[config.mk]
export PLATFORM = sky130hd
export DESIGN_NAME = smmb_decode
export DESIGN_NICKNAME = d
export VERILOG_FILES = /design/src/hdl/smmb_pkg.sv /design/src/hdl/smmb_decode.sv
export SDC_FILE = /design/constraint.sdc
export NUM_CORES = 1
export LEC_CHECK = 0
export BUFFER_PORTS_ARGS = -buffer_cell sky130_fd_sc_hd__clkbuf_2
export CORE_MARGIN = 4
export CORE_UTILIZATION = 41
export DETAILED_ROUTE_END_ITERATION = 10
export PLACE_DENSITY = 0.76
export SLEW_MARGIN = 25
export SYNTH_ARGS = -nofsm -noshare
export SYNTH_HDL_FRONTEND = slang
export SYNTH_SLANG_ARGS = --single-unit
[constraint.sdc]
create_clock -name vclk -period 2
set_input_delay 0.1 -clock vclk [all_inputs]
set_output_delay 0.1 -clock vclk [all_outputs]
set_load 0.01 [all_outputs]
[src/hdl/smmb_pkg.sv]
// Shared constants, types and helper functions of the segment-mirrored memory bus.
package smmb_pkg;

	// Default sizes of the two memories, in bytes
	localparam int unsigned RAM_BYTES_DEF = 2097152;
	localparam int unsigned ROM_BYTES_DEF = 524288;

	// Address map, on mirrored addresses
	localparam logic [31:0] ROM_BASE      = 32'h1FC0_0000;
	localparam logic [31:0] EXP_BASE      = 32'h1F00_0000;
	localparam logic [31:0] EXP_END       = 32'h1F80_0000;
	localparam logic [31:0] IRQ_STAT      = 32'h1F80_1070;
	localparam logic [31:0] IRQ_MASK      = 32'h1F80_1074;
	localparam logic [31:0] CACHE_CTRL    = 32'hFFFE_0130;
	localparam logic [31:0] BOOT_PROGRESS = 32'h1F80_2041;
	localparam logic [31:0] MEMCTRL_LO    = 32'h1F80_1000;
	localparam logic [31:0] MEMCTRL_HI    = 32'h1F80_1060;
	localparam logic [31:0] TIMER_LO      = 32'h1F80_1100;
	localparam logic [31:0] TIMER_HI      = 32'h1F80_1128;
	localparam logic [31:0] SPU_LO        = 32'h1F80_1D80;
	localparam logic [31:0] SPU_HI        = 32'h1F80_1D86;
	localparam logic [31:0] SEG4_MASK     = 32'h7FFF_FFFF;
	localparam logic [31:0] SEG5_MASK     = 32'h1FFF_FFFF;
	localparam logic [7:0]  EXP_BYTE      = 8'hFF;
	localparam logic [7:0]  ROM_SEED      = 8'hA5;

	// Segment codes (top three address bits)
	localparam logic [2:0] SEG_FORBID_LO = 3'd2;
	localparam logic [2:0] SEG_FORBID_HI = 3'd3;
	localparam logic [2:0] SEG_KSEG0     = 3'd4;
	localparam logic [2:0] SEG_KSEG1     = 3'd5;

	// Access kinds and sizes
	localparam logic KIND_READ  = 1'b0;
	localparam logic KIND_WRITE = 1'b1;

	localparam logic [1:0] SIZE_BYTE = 2'd0;
	localparam logic [1:0] SIZE_HALF = 2'd1;
	localparam logic [1:0] SIZE_WORD = 2'd2;
	localparam logic [1:0] SIZE_BAD  = 2'd3;

	// Result status codes
	localparam logic [1:0] STAT_OK         = 2'd0;
	localparam logic [1:0] STAT_MISALIGNED = 2'd1;
	localparam logic [1:0] STAT_FORBIDDEN  = 2'd2;
	localparam logic [1:0] STAT_UNMAPPED   = 2'd3;

	// What the datapath does with a decoded word
	typedef enum logic [1:0] {
		ACT_DONE,
		ACT_RAM_RD,
		ACT_ROM_RD,
		ACT_RAM_WR
	} act_t;

	// Decoder result handed to the sequencer
	typedef struct packed {
		act_t        act;
		logic [1:0]  status;
		logic [31:0] imm_data;
		logic [31:0] maddr;
	} decode_t;

	// Low-bit mask of an access size
	function automatic logic [31:0] size_mask(input logic [1:0] size);
		logic [31:0] m;
		case (size)
			SIZE_BYTE: m = 32'h0000_00FF;
			SIZE_HALF: m = 32'h0000_FFFF;
			default:   m = 32'hFFFF_FFFF;
		endcase
		return m;
	endfunction

	// Halfword registers whose writes are dropped (timers, SPU)
	function automatic logic half_write_ignored(input logic [31:0] a);
		return ((a >= TIMER_LO) && (a <= TIMER_HI)) || ((a >= SPU_LO) && (a <= SPU_HI));
	endfunction

	// Word registers whose writes are dropped (memory/irq/cache control)
	function automatic logic word_write_ignored(input logic [31:0] a);
		return ((a >= MEMCTRL_LO) && (a <= MEMCTRL_HI)) || (a == IRQ_STAT) ||
			(a == IRQ_MASK) || (a == CACHE_CTRL);
	endfunction

	// Boot image word at a word index: byte i is i ^ i>>8 ^ i>>16 ^ 0xA5
	function automatic logic [31:0] rom_image_word(input logic [31:0] widx);
		logic [31:0] w;
		logic [31:0] i;
		w = '0;
		for (int k = 0; k < 4; k++) begin
			i = {widx[29:0], 2'(k)};
			w[8*k +: 8] = i[7:0] ^ i[15:8] ^ i[23:16] ^ ROM_SEED;
		end
		return w;
	endfunction

endpackage

[src/hdl/smmb_decode.sv]
// Address mirroring, error checks and region decode of one bus word.
module smmb_decode
	import smmb_pkg::*;
#(
	parameter int unsigned RAM_BYTES = RAM_BYTES_DEF,
	parameter int unsigned ROM_BYTES = ROM_BYTES_DEF
) (
	input  logic        kind,
	input  logic [1:0]  access_size,
	input  logic [31:0] address,
	output decode_t     dec
);

	logic [2:0]  seg;
	logic [31:0] m;
	logic [31:0] rom_off;
	logic        misaligned;
	logic        in_ram;
	logic        in_exp;
	logic        in_rom;

	// Segment mirroring
	always_comb begin
		seg = address[31:29];
		case (seg)
			SEG_KSEG0: m = address & SEG4_MASK;
			SEG_KSEG1: m = address & SEG5_MASK;
			default:   m = address;
		endcase
	end

	// Region hits; aligned accesses never straddle a region edge
	assign rom_off = m - ROM_BASE;
	assign in_ram  = m < 32'(RAM_BYTES);
	assign in_exp  = (m >= EXP_BASE) && (m < EXP_END);
	assign in_rom  = (m >= ROM_BASE) && (rom_off < 32'(ROM_BYTES));

	assign misaligned = ((access_size == SIZE_HALF) && address[0]) ||
		((access_size == SIZE_WORD) && (address[1:0] != 2'b00));

	// Priority: bad size, alignment, segment, then the address map
	always_comb begin
		dec.act      = ACT_DONE;
		dec.status   = STAT_OK;
		dec.imm_data = '0;
		dec.maddr    = m;
		if (access_size == SIZE_BAD) begin
			dec.status = STAT_UNMAPPED;
		end else if (misaligned) begin
			dec.status = STAT_MISALIGNED;
		end else if ((seg == SEG_FORBID_LO) || (seg == SEG_FORBID_HI)) begin
			dec.status = STAT_FORBIDDEN;
		end else if (kind == KIND_READ) begin
			if ((access_size == SIZE_WORD) && ((m == IRQ_STAT) || (m == IRQ_MASK))) begin
				dec.act = ACT_DONE;
			end else if (in_ram) begin
				dec.act = ACT_RAM_RD;
			end else if (in_exp) begin
				dec.imm_data = size_mask(access_size) & {4{EXP_BYTE}};
			end else if (in_rom) begin
				dec.act = ACT_ROM_RD;
			end else begin
				dec.status = STAT_UNMAPPED;
			end
		end else begin
			if ((access_size == SIZE_WORD) && word_write_ignored(m)) begin
				dec.act = ACT_DONE;
			end else if (in_ram) begin
				dec.act = ACT_RAM_WR;
			end else if ((access_size == SIZE_BYTE) && (m == BOOT_PROGRESS)) begin
				dec.act = ACT_DONE;
			end else if ((access_size == SIZE_HALF) && half_write_ignored(m)) begin
				dec.act = ACT_DONE;
			end else if ((access_size == SIZE_WORD) && half_write_ignored(m) &&
				half_write_ignored(m + 32'd2)) begin
				dec.act = ACT_DONE;
			end else begin
				dec.status = STAT_UNMAPPED;
			end
		end
	end

endmodule

# [Word level (Yosys, flattened, before mapping)]
# Index checks and enable logic that the tools add are counted.
[op_classes] addsub=2 order_cmp=15 eq_ne=11 n_mux=28 reduce_logical=25
[op_table] operator="$ge A32 B29 Y1 const B" n=7
[op_table] operator="$le A32 B29 Y1 const B" n=5
[op_table] operator="$mux W32" n=5
[op_table] operator="$pmux W32 S2" n=2
[op_table] operator="$eq A32 B29 Y1 const B" n=3
[op_table] operator="$mux W34" n=2
[op_table] operator="$mux W2" n=17
[op_table] operator="$add A32 B2 Y32 const B" n=1
[op_table] operator="$eq A32 B32 Y1 const B" n=1
[op_table] operator="$lt A32 B20 Y1 const B" n=1
[op_table] operator="$lt A32 B22 Y1 const B" n=1
[op_table] operator="$lt A32 B29 Y1 const B" n=1
[op_table] operator="$sub A32 B29 Y32 const B" n=1
[op_table] operator="$logic_and A1 B1 Y1" n=15
[op_table] operator="$logic_or A1 B1 Y1" n=8
[op_table] operator="$mux W4" n=2
[op_table] operator="$eq A3 B2 Y1 const B" n=2
[op_table] operator="$eq A3 B3 Y1 const B" n=2
[op_table] operator="$eq A2 B2 Y1 const B" n=2
[op_table] operator="$eq A2 B1 Y1 const B" n=1
[op_table] operator="$logic_not A2 Y1" n=1
[op_table] operator="$reduce_bool A2 Y1" n=1
[totals] ff_bits=0

# [Longest topological paths before layout]
# Gate-level depths: netlist (run 1).
[logic_depth] ltp_word=16 ltp_mapped=9

# [Worst setup path after synthesis (run 1)]
# OpenSTA, ideal clock, no wires.
[synth_path] kind="input-to-output" start="in address[30]" end="out dec[49] in the netlist's numbering" arrival_ns=2.116 t_required_ns=1.900 path_slack_ns=-0.216 cell_stages=6 path_buffers=2 cell_sequence="clkbuf_1 > a211oi_1 > nand3_1 > or4b_2 > nor2_1 > buf_4"
[synth_lines] item="start: declaration" line_no="smmb_decode.sv:10" source="input logic [31:0] address,"
[synth_lines] item="end: declaration" line_no="smmb_decode.sv:11" source="output decode_t dec"

==> results of run 1 <==
==> kinds of logic after synthesis <==
kind of cell | synth area share
buf+inv | 0.311
compound gates | 0.214
fa+ha+maj | 0.0217
mux | 0.0188
xor+xnor | 0.0253
simple gates | 0.409
==> per-stage QoR <==
step                      cell area [um^2]  setup WS (ns)  utilization  hold WS (ns)  instances
final                                 2650         -0.170        0.658         0.413        425
after global routing                  2650         -0.274        0.658         0.419        425
after CTS                             2470         -0.110        0.613         0.434        418
after detailed placement              2330         -0.260        0.577         0.429        416
after global placement                2330         -0.253        0.577         0.425        416
after floorplan                       1730        -0.0438            -         0.292        269
==> power by group through the flow <==
stage / clock network, W / registers [W] / logic (W)
floorplan: 0 / 0 / 0.000209
global placement: 0 / 0 / 0.000378
detailed placement: 0 / 0 / 0.000381
CTS: 0 / 0 / 0.000404
global route: 0 / 0 / 0.000474
finish: 0 / 0 / 0.000443
==> routing by layer <==
metal / GRT usage / vias to the layer above
met5: 0 / -
met4: 0.0676 / 0
met3: 0.0110 / 37
met2: 0.428 / 173
met1: 0.315 / 1140
li1: - / 1169
==> cell type report <==
| cell class | instances | area (um^2) | area share |
|---|---|---|---|
| well taps | 50 | 62.6 | 0.0236 |
| repair buffers | 179 | 1210 | 0.456 |
| inverters | 7 | 26.3 | 0.00992 |
| multi-input cells | 189 | 1350 | 0.510 |
==> cells in the final DEF, fill, tap and decap left out, drive strengths merged, types with 3 or more instances in the layout <==
| cell | count |
|---|---|
| and3 | 5 |
| or4 | 6 |
| nand2 | 22 |
| and4 | 3 |
| nand2b | 7 |
| nor3 | 8 |
| o211ai | 3 |
| a31oi | 6 |
| clkbuf | 90 |
| buf | 89 |
| ha | 3 |
| a21oi | 8 |
| o21ai | 4 |
| nor4 | 10 |
| xnor2 | 3 |
| nor2 | 23 |
| nor4b | 5 |
| nand4 | 15 |
| nand3 | 14 |
| a41oi | 3 |
| a211oi | 4 |
| inv | 7 |
==> final timing paths <==
check	from	endpoint	slack (ns)	depth (start not counted)
max	address[8]	dec[64]	-0.17	11
min	address[10]	dec[10]	0.41	2
==> timing repair <==
item                                    4_1_cts  5_1_grt
endpoints found under the setup margin       34       34
pin swaps                                    14       13
setup buffers                                 2        7
resized for setup                            25       28
==> critical path: cells and delay by family <==
family	cells	cell delay, ns
AO/OA/AOI/OAI	4	0.79
buffers and inverters	4	0.49
AND/OR/NAND/NOR	3	0.69
==> run_results.csv, run 1 <==
group,metric,value,unit
run_status,outcome,"complete, but fails checks",
run_status,violations,"negative setup slack",
power,total_leakage_power,1.26,nW
critical_path,critical_path_class,"in2out",
power,combPwrFrac,1.000,
floorplan,fp.dieW,72.9,um
global_routing,overflow,0,
synthesis,syn_avg_cell_area,6.42,um^2
synthesis,yosysSeqAreaShare,0,
final_layout,nFillCells,367,
final_layout,clock_buffers,0,
synthesis,synth_commonest_cells,"buf_4 (63), nand2_1 (22), nor2_1 (22)",
drt,drc,0,
power,p_sw,0.000235,W
final_layout,nets,415,
global_routing,grt_pass1_wl,10.5,mm
synthesis,syn_nets,307,
drt,vias,2519,
timing,drv_slew,0,
timing,setup_slack,-0.170,ns
drt,routed.top_layer,"met4",
drt,wirelength_met1,2.70,mm
floorplan,initial_core_util,0.429,
job,drv_cap,0,
timing,period_minus_slack,2.17,ns
floorplan,dieArea,5320,um^2
floorplan,ios,103,
drt,first_iter_violations,162,
critical_path,endpoint_kind,"output pin",
timing,worst_slew_pin_slew,0.375,ns
drt,dr_wl_met3,613,um
drt,ant_nets,0,
clock_network,postCtsHoldBufs,0,
synthesis,ys_types,54,
global_routing,antenna_found_initial,0,
power,power_density,167,nW/um^2
placement,gp_congestion,0.947,
synthesis,synth_most_common_cell,"buf_4",
timing,max_freq,461,MHz
power,pwr-share-seq,0,
power,switching_share,0.531,
drt,wl_met2,3.44,mm
global_routing,grt_pass1_vias,2218,
timing,period_share,1.09,
synthesis,synth_top_area_frac,0.274,
synthesis,synthCells,269,
placement,dp_hpwl,5.54,mm
synthesis,ys.warnings.count,0,
floorplan,coreArea,4030,um^2
synthesis,synth_area,1730,um^2
hold_path,min_path_type,"in2out",
critical_path,start_kind,"input pin",
final_layout,ff_latch_area,0,um^2
global_routing,grt_max_degree,17,
power,p_clk_frac,0,
synthesis,synthTopCellsByArea,"buf_4 (27%), nand4_1 (5.4%), nand2_1 (4.8%)",
global_routing,track_usage,0.241,
critical_path,cp_data_required_time,1.90,ns
final_layout,diodes,0,
power,power.total,0.000443,W
synthesis,synth_top_area_cell,"buf_4",
critical_path,path_cells,"clkbuf_2, buf_4, buf_6, nand4_1, or4_4, o31ai_2, o22ai_1, o41a_1, o2111ai_1, nand4_1, clkbuf_2",
timing,slew_headroom,0.747,
floorplan,rows,23,
critical_path,cp.arrival,2.07,ns
floorplan,die_h,72.9,um
critical_path,cp_slowest_cell,"o41a_1",
timing,hold_viol_final,0,
power,p_int,0.000208,W
drt,wl,7.02,mm
final_layout,final_layout_size_suffix_gt1_frac,0.563,
timing,setup_violations,2,
drt,wl_per_cell,16.5,um
timing,rsz0062_at_grt,"true",
drt,dr.pass1.iters,5,
placement,io_buffers,103,
timing,finalSetupTns,-0.287,ns
critical_path,cp_max_fo,9,
final_layout,syn2layout_area_growth,53.4,%
power,vdd_drop_max,0.0000896,V
critical_path,slowest_delay,0.46,ns
drt,vias_per_cell,5.93,
final_layout,seq_cell_count,0,
(Power assumes the default switching activity.)
==> run 2: changes to the inputs <==
--- a/config.mk
+++ b/config.mk
@@ -6,7 +6,6 @@
 export NUM_CORES = 1
 export LEC_CHECK = 0
 export BUFFER_PORTS_ARGS = -buffer_cell sky130_fd_sc_hd__clkbuf_2
-export CORE_MARGIN = 4
 export CORE_UTILIZATION = 41
 export DETAILED_ROUTE_END_ITERATION = 10
 export PLACE_DENSITY = 0.76
==> run_results.csv, run 2 (synthesized netlist as in run 1, its figures left out) <==
group,metric,value,unit
timing,period_share,1.12,
final_layout,final_cells,428,
drt,wl_per_cell,15.2,um
timing,worst_slew_pin_slew,0.631,ns
global_routing,grt_pass1_wl,9.27,mm
global_routing,grt_max_degree,17,
placement,gp_congestion,0.964,
drt,wl_met2,3.24,mm
final_layout,seq_cell_count,0,
floorplan,initial_core_util,0.429,
timing,setup_violations,2,
power,total_leakage_power,1.23,nW
floorplan,ios,103,
timing,hold_viol_final,0,
final_layout,final_common_cell,"clkbuf_2",
timing,max_freq,445,MHz
global_routing,overflow,0,
run_status,violations,"negative setup slack",
critical_path,cp_data_required_time,1.90,ns
drt,wl,6.51,mm
job,drv_cap,0,
global_routing,antenna_found_initial,0,
power,vdd_drop_max,0.0000899,V
placement,io_buffers,103,
floorplan,coreArea,4030,um^2
timing,rsz0062_at_grt,"true",
critical_path,endpoint_kind,"output pin",
critical_path,start_kind,"input pin",
drt,dr.pass1.iters,5,
floorplan,fp.dieW,66.9,um
final_layout,nets,418,
power,power_density,165,nW/um^2
hold_path,worstHoldStart,"address[10]",
hold_path,min_path_type,"in2out",
final_layout,layout_common_cells,"clkbuf_2 (95), buf_4 (76), nand2_1 (22)",
timing,timing.hold.ws,0.423,ns
final_layout,diodes,0,
drt,first_iter_violations,202,
floorplan,die_h,66.9,um
timing,slew_headroom,0.569,
power,power.total,0.000425,W
drt,dr_wl_met3,468,um
final_layout,ff_latch_area,0,um^2
critical_path,cp.arrival,2.15,ns
floorplan,rows,23,
drt,wirelength_met1,2.63,mm
placement,place_inst,422,
drt,routed.top_layer,"met4",
drt,ant_nets,0,
drt,drc,0,
timing,setup_slack,-0.248,ns
global_routing,track_usage,0.266,
final_layout,clock_buffers,0,
run_status,outcome,"complete, but fails checks",
drt,vias,2470,
floorplan,dieArea,4480,um^2
final_layout,final_layout_size_suffix_gt1_frac,0.550,
critical_path,cp-startpoint,"address[18]",
timing,drv_slew,0,
global_routing,grt_pass1_vias,2045,
critical_path,critical_path_class,"in2out",
timing,period_minus_slack,2.25,ns
critical_path,cp_max_fo,3,
placement,dp_hpwl,5.05,mm
final_layout,utilization,0.641,
drt,vias_per_cell,5.77,
timing,finalSetupTns,-0.475,ns
final_layout,syn2layout_area_growth,49.4,%
run 2: cell count changes in the layout (fill, tap and decap cells not counted), sizes merged:
cell / delta
clkbuf: +5
buf: -2
run 2: metrics by stage:
stage | setup slack (ns) | cell area, um^2
floorplan | -0.0438 | 1730
global placement | -0.235 | 2370
detailed placement | -0.353 | 2370
CTS | -0.230 | 2410
global route | -0.335 | 2580
finish | -0.248 | 2580
run 2: final timing paths:
kind	slack, ns	end	depth (start not counted)
worst max-delay path	-0.25	dec[64]	9
worst min-delay path	0.42	dec[10]	2
run 2: area by class of cell:
cell class | count | area [um^2]
inverters | 7 | 26.3
well taps | 50 | 62.6
repair buffers | 182 | 1170
fillers | 386 | 1450
multi-input cells | 189 | 1320
run 2: critical path, stage by stage:
cell	delay, ns
buf_6	0.07
nand4_1	0.20
or4_4	0.59
o31a_1	0.31
o21a_1	0.20
o311ai_4	0.27
o2111ai_2	0.16
nand4_1	0.12
buf_2	0.13
run 2: repair_timing:
item,4_1_cts,5_1_grt
hold buffers,0,0
resized for setup,3,32
setup endpoints to repair,2,34
pin swaps,5,14
setup buffers,3,3
run 2: layer usage:
layer | vias to the layer above | GRT usage
met1 | 1145 | 0.338
met4 | 0 | 0.0559
li1 | 1178 | -
met2 | 127 | 0.485
met5 | - | 0
met3 | 20 | 0.0137
run 2: where the power goes:
part | internal [W] | switching [W] | leakage, nW
logic | 0.000197 | 0.000228 | 1.23
clock network | 0 | 0 | 0
registers | 0 | 0 | 0
==> run 3: changes to the inputs <==
--- a/config.mk
+++ b/config.mk
@@ -13,3 +13,4 @@
 export SYNTH_ARGS = -nofsm -noshare
 export SYNTH_HDL_FRONTEND = slang
 export SYNTH_SLANG_ARGS = --single-unit
+export TNS_END_PERCENT = 20
==> run_results.csv, run 3 (synthesized netlist as in run 1, its figures left out) <==
group,metric,value,unit
final_layout,layout_common_cells,"clkbuf_2 (95), buf_4 (76), nand2_1 (22)",
timing,max_freq,447,MHz
global_routing,antenna_found_initial,0,
floorplan,fp.dieW,66.9,um
power,total_leakage_power,1.23,nW
drt,drc,0,
placement,gp_congestion,0.964,
final_layout,seq_cell_count,0,
timing,worst_slew_pin_slew,0.627,ns
critical_path,cp_max_fo,4,
critical_path,cp-startpoint,"address[8]",
global_routing,overflow,0,
hold_path,worstHoldStart,"address[10]",
final_layout,clock_buffers,0,
hold_path,whs_endpoint,"dec[10]",
final_layout,diodes,0,
timing,drv_slew,0,
final_layout,multi_input_area,1310,um^2
final_layout,final_layout_size_suffix_gt1_frac,0.548,
timing,hold_viol_final,0,
global_routing,grt_pass1_wl,9.27,mm
final_layout,nets,418,
run_status,violations,"negative setup slack",
final_layout,syn2layout_area_growth,49.0,%
hold_path,min_path_type,"in2out",
floorplan,die_h,66.9,um
critical_path,cp.arrival,2.14,ns
power,power_density,166,nW/um^2
drt,wl_per_cell,15.3,um
timing,timing.hold.ws,0.427,ns
power,vdd_drop_max,0.0000902,V
floorplan,coreArea,4030,um^2
drt,vias_per_cell,5.77,
global_routing,grt_max_degree,17,
critical_path,critical_path_class,"in2out",
drt,dr.pass1.iters,5,
critical_path,start_kind,"input pin",
final_layout,ff_latch_area,0,um^2
global_routing,track_usage,0.266,
timing,setup_slack,-0.237,ns
drt,vias,2469,
timing,slew_headroom,0.571,
final_layout,utilization,0.639,
drt,first_iter_violations,195,
drt,ant_nets,0,
timing,period_minus_slack,2.24,ns
timing,setup_violations,2,
placement,io_buffers,103,
floorplan,rows,23,
critical_path,cp_data_required_time,1.90,ns
critical_path,endpoint_kind,"output pin",
floorplan,initial_core_util,0.429,
timing,rsz0062_at_grt,"true",
timing,period_share,1.12,
final_layout,nFillCells,384,
final_layout,final_common_cell,"clkbuf_2",
global_routing,grt_pass1_vias,2045,
run_status,outcome,"complete, but fails checks",
drt,wl,6.54,mm
placement,dp_hpwl,5.05,mm
clock_network,postCtsHoldBufs,0,
floorplan,ios,103,
hold_path,hold_depth,2,
floorplan,dieArea,4480,um^2
job,drv_cap,0,
[run 3: where the power goes]
group	internal (W)	switching (W)	leakage [nW]
combinational	0.000197	0.000229	1.23
clock	0	0	0
sequential	0	0	0
[run 3: worst max-delay path by stage]
stage | depth (start not counted) | endpoint | slack (ns)
2_1_floorplan | 6 | dec[33] | -0.04
3_3_place_gp | 10 | dec[64] | -0.24
3_5_place_dp | 10 | dec[64] | -0.35
4_1_cts | 9 | dec[64] | -0.23
5_1_grt | 10 | dec[64] | -0.33
6_report | 10 | dec[64] | -0.24
[run 3: final cells by class]
type,instances,share of cell area
Inverter,7,0.0102
Multi-Input combinational cell,189,0.509
Tap cell,50,0.0243
Timing Repair Buffer,182,0.456
[run 3: worst max-delay path, cell delays in order]
cell and delay [ns]:
clkbuf_2 0.13, nand4_1 0.21, or4_4 0.50, buf_6 0.15, nor4_2 0.23, o21a_1 0.22, o311ai_4 0.11, o2111ai_2 0.22
nand4_1 0.12, buf_2 0.16
[run 3: through the flow]
| stage | setup TNS [ns] | cell area (um^2) | total power, W | cells | worst slack (ns) |
|---|---|---|---|---|---|
| 3_5_place_dp | -0.655 | 2370 | 0.000388 | 422 | -0.353 |
| 3_3_place_gp | -0.450 | 2370 | 0.000382 | 422 | -0.235 |
| 5_1_grt | -0.642 | 2570 | 0.000457 | 428 | -0.334 |
| 6_report | -0.436 | 2570 | 0.000426 | 428 | -0.237 |
| 4_1_cts | -0.437 | 2410 | 0.000394 | 425 | -0.230 |
| 2_1_floorplan | -0.611 | 1730 | 0.000209 | 269 | -0.0438 |
[run 3: timing repair]
| item | 4_1_cts | 5_1_grt |
|---|---|---|
| pin swaps | 3 | 15 |
| gates resized for setup | 3 | 31 |
| setup endpoints to repair | 2 | 34 |
| buffers inserted | 3 | 3 |
[run 3: layer usage]
layer / share of wire / wire length [um] / vias to the layer above / track usage
met4: 0.026 / 172 / 0 / 0.0559
met1: 0.41 / 2700 / 1140 / 0.338
met3: 0.066 / 430 / 19 / 0.0137
met2: 0.50 / 3240 / 132 / 0.485
met5: 0 / 0 / - / 0
li1: - / - / 1178 / -
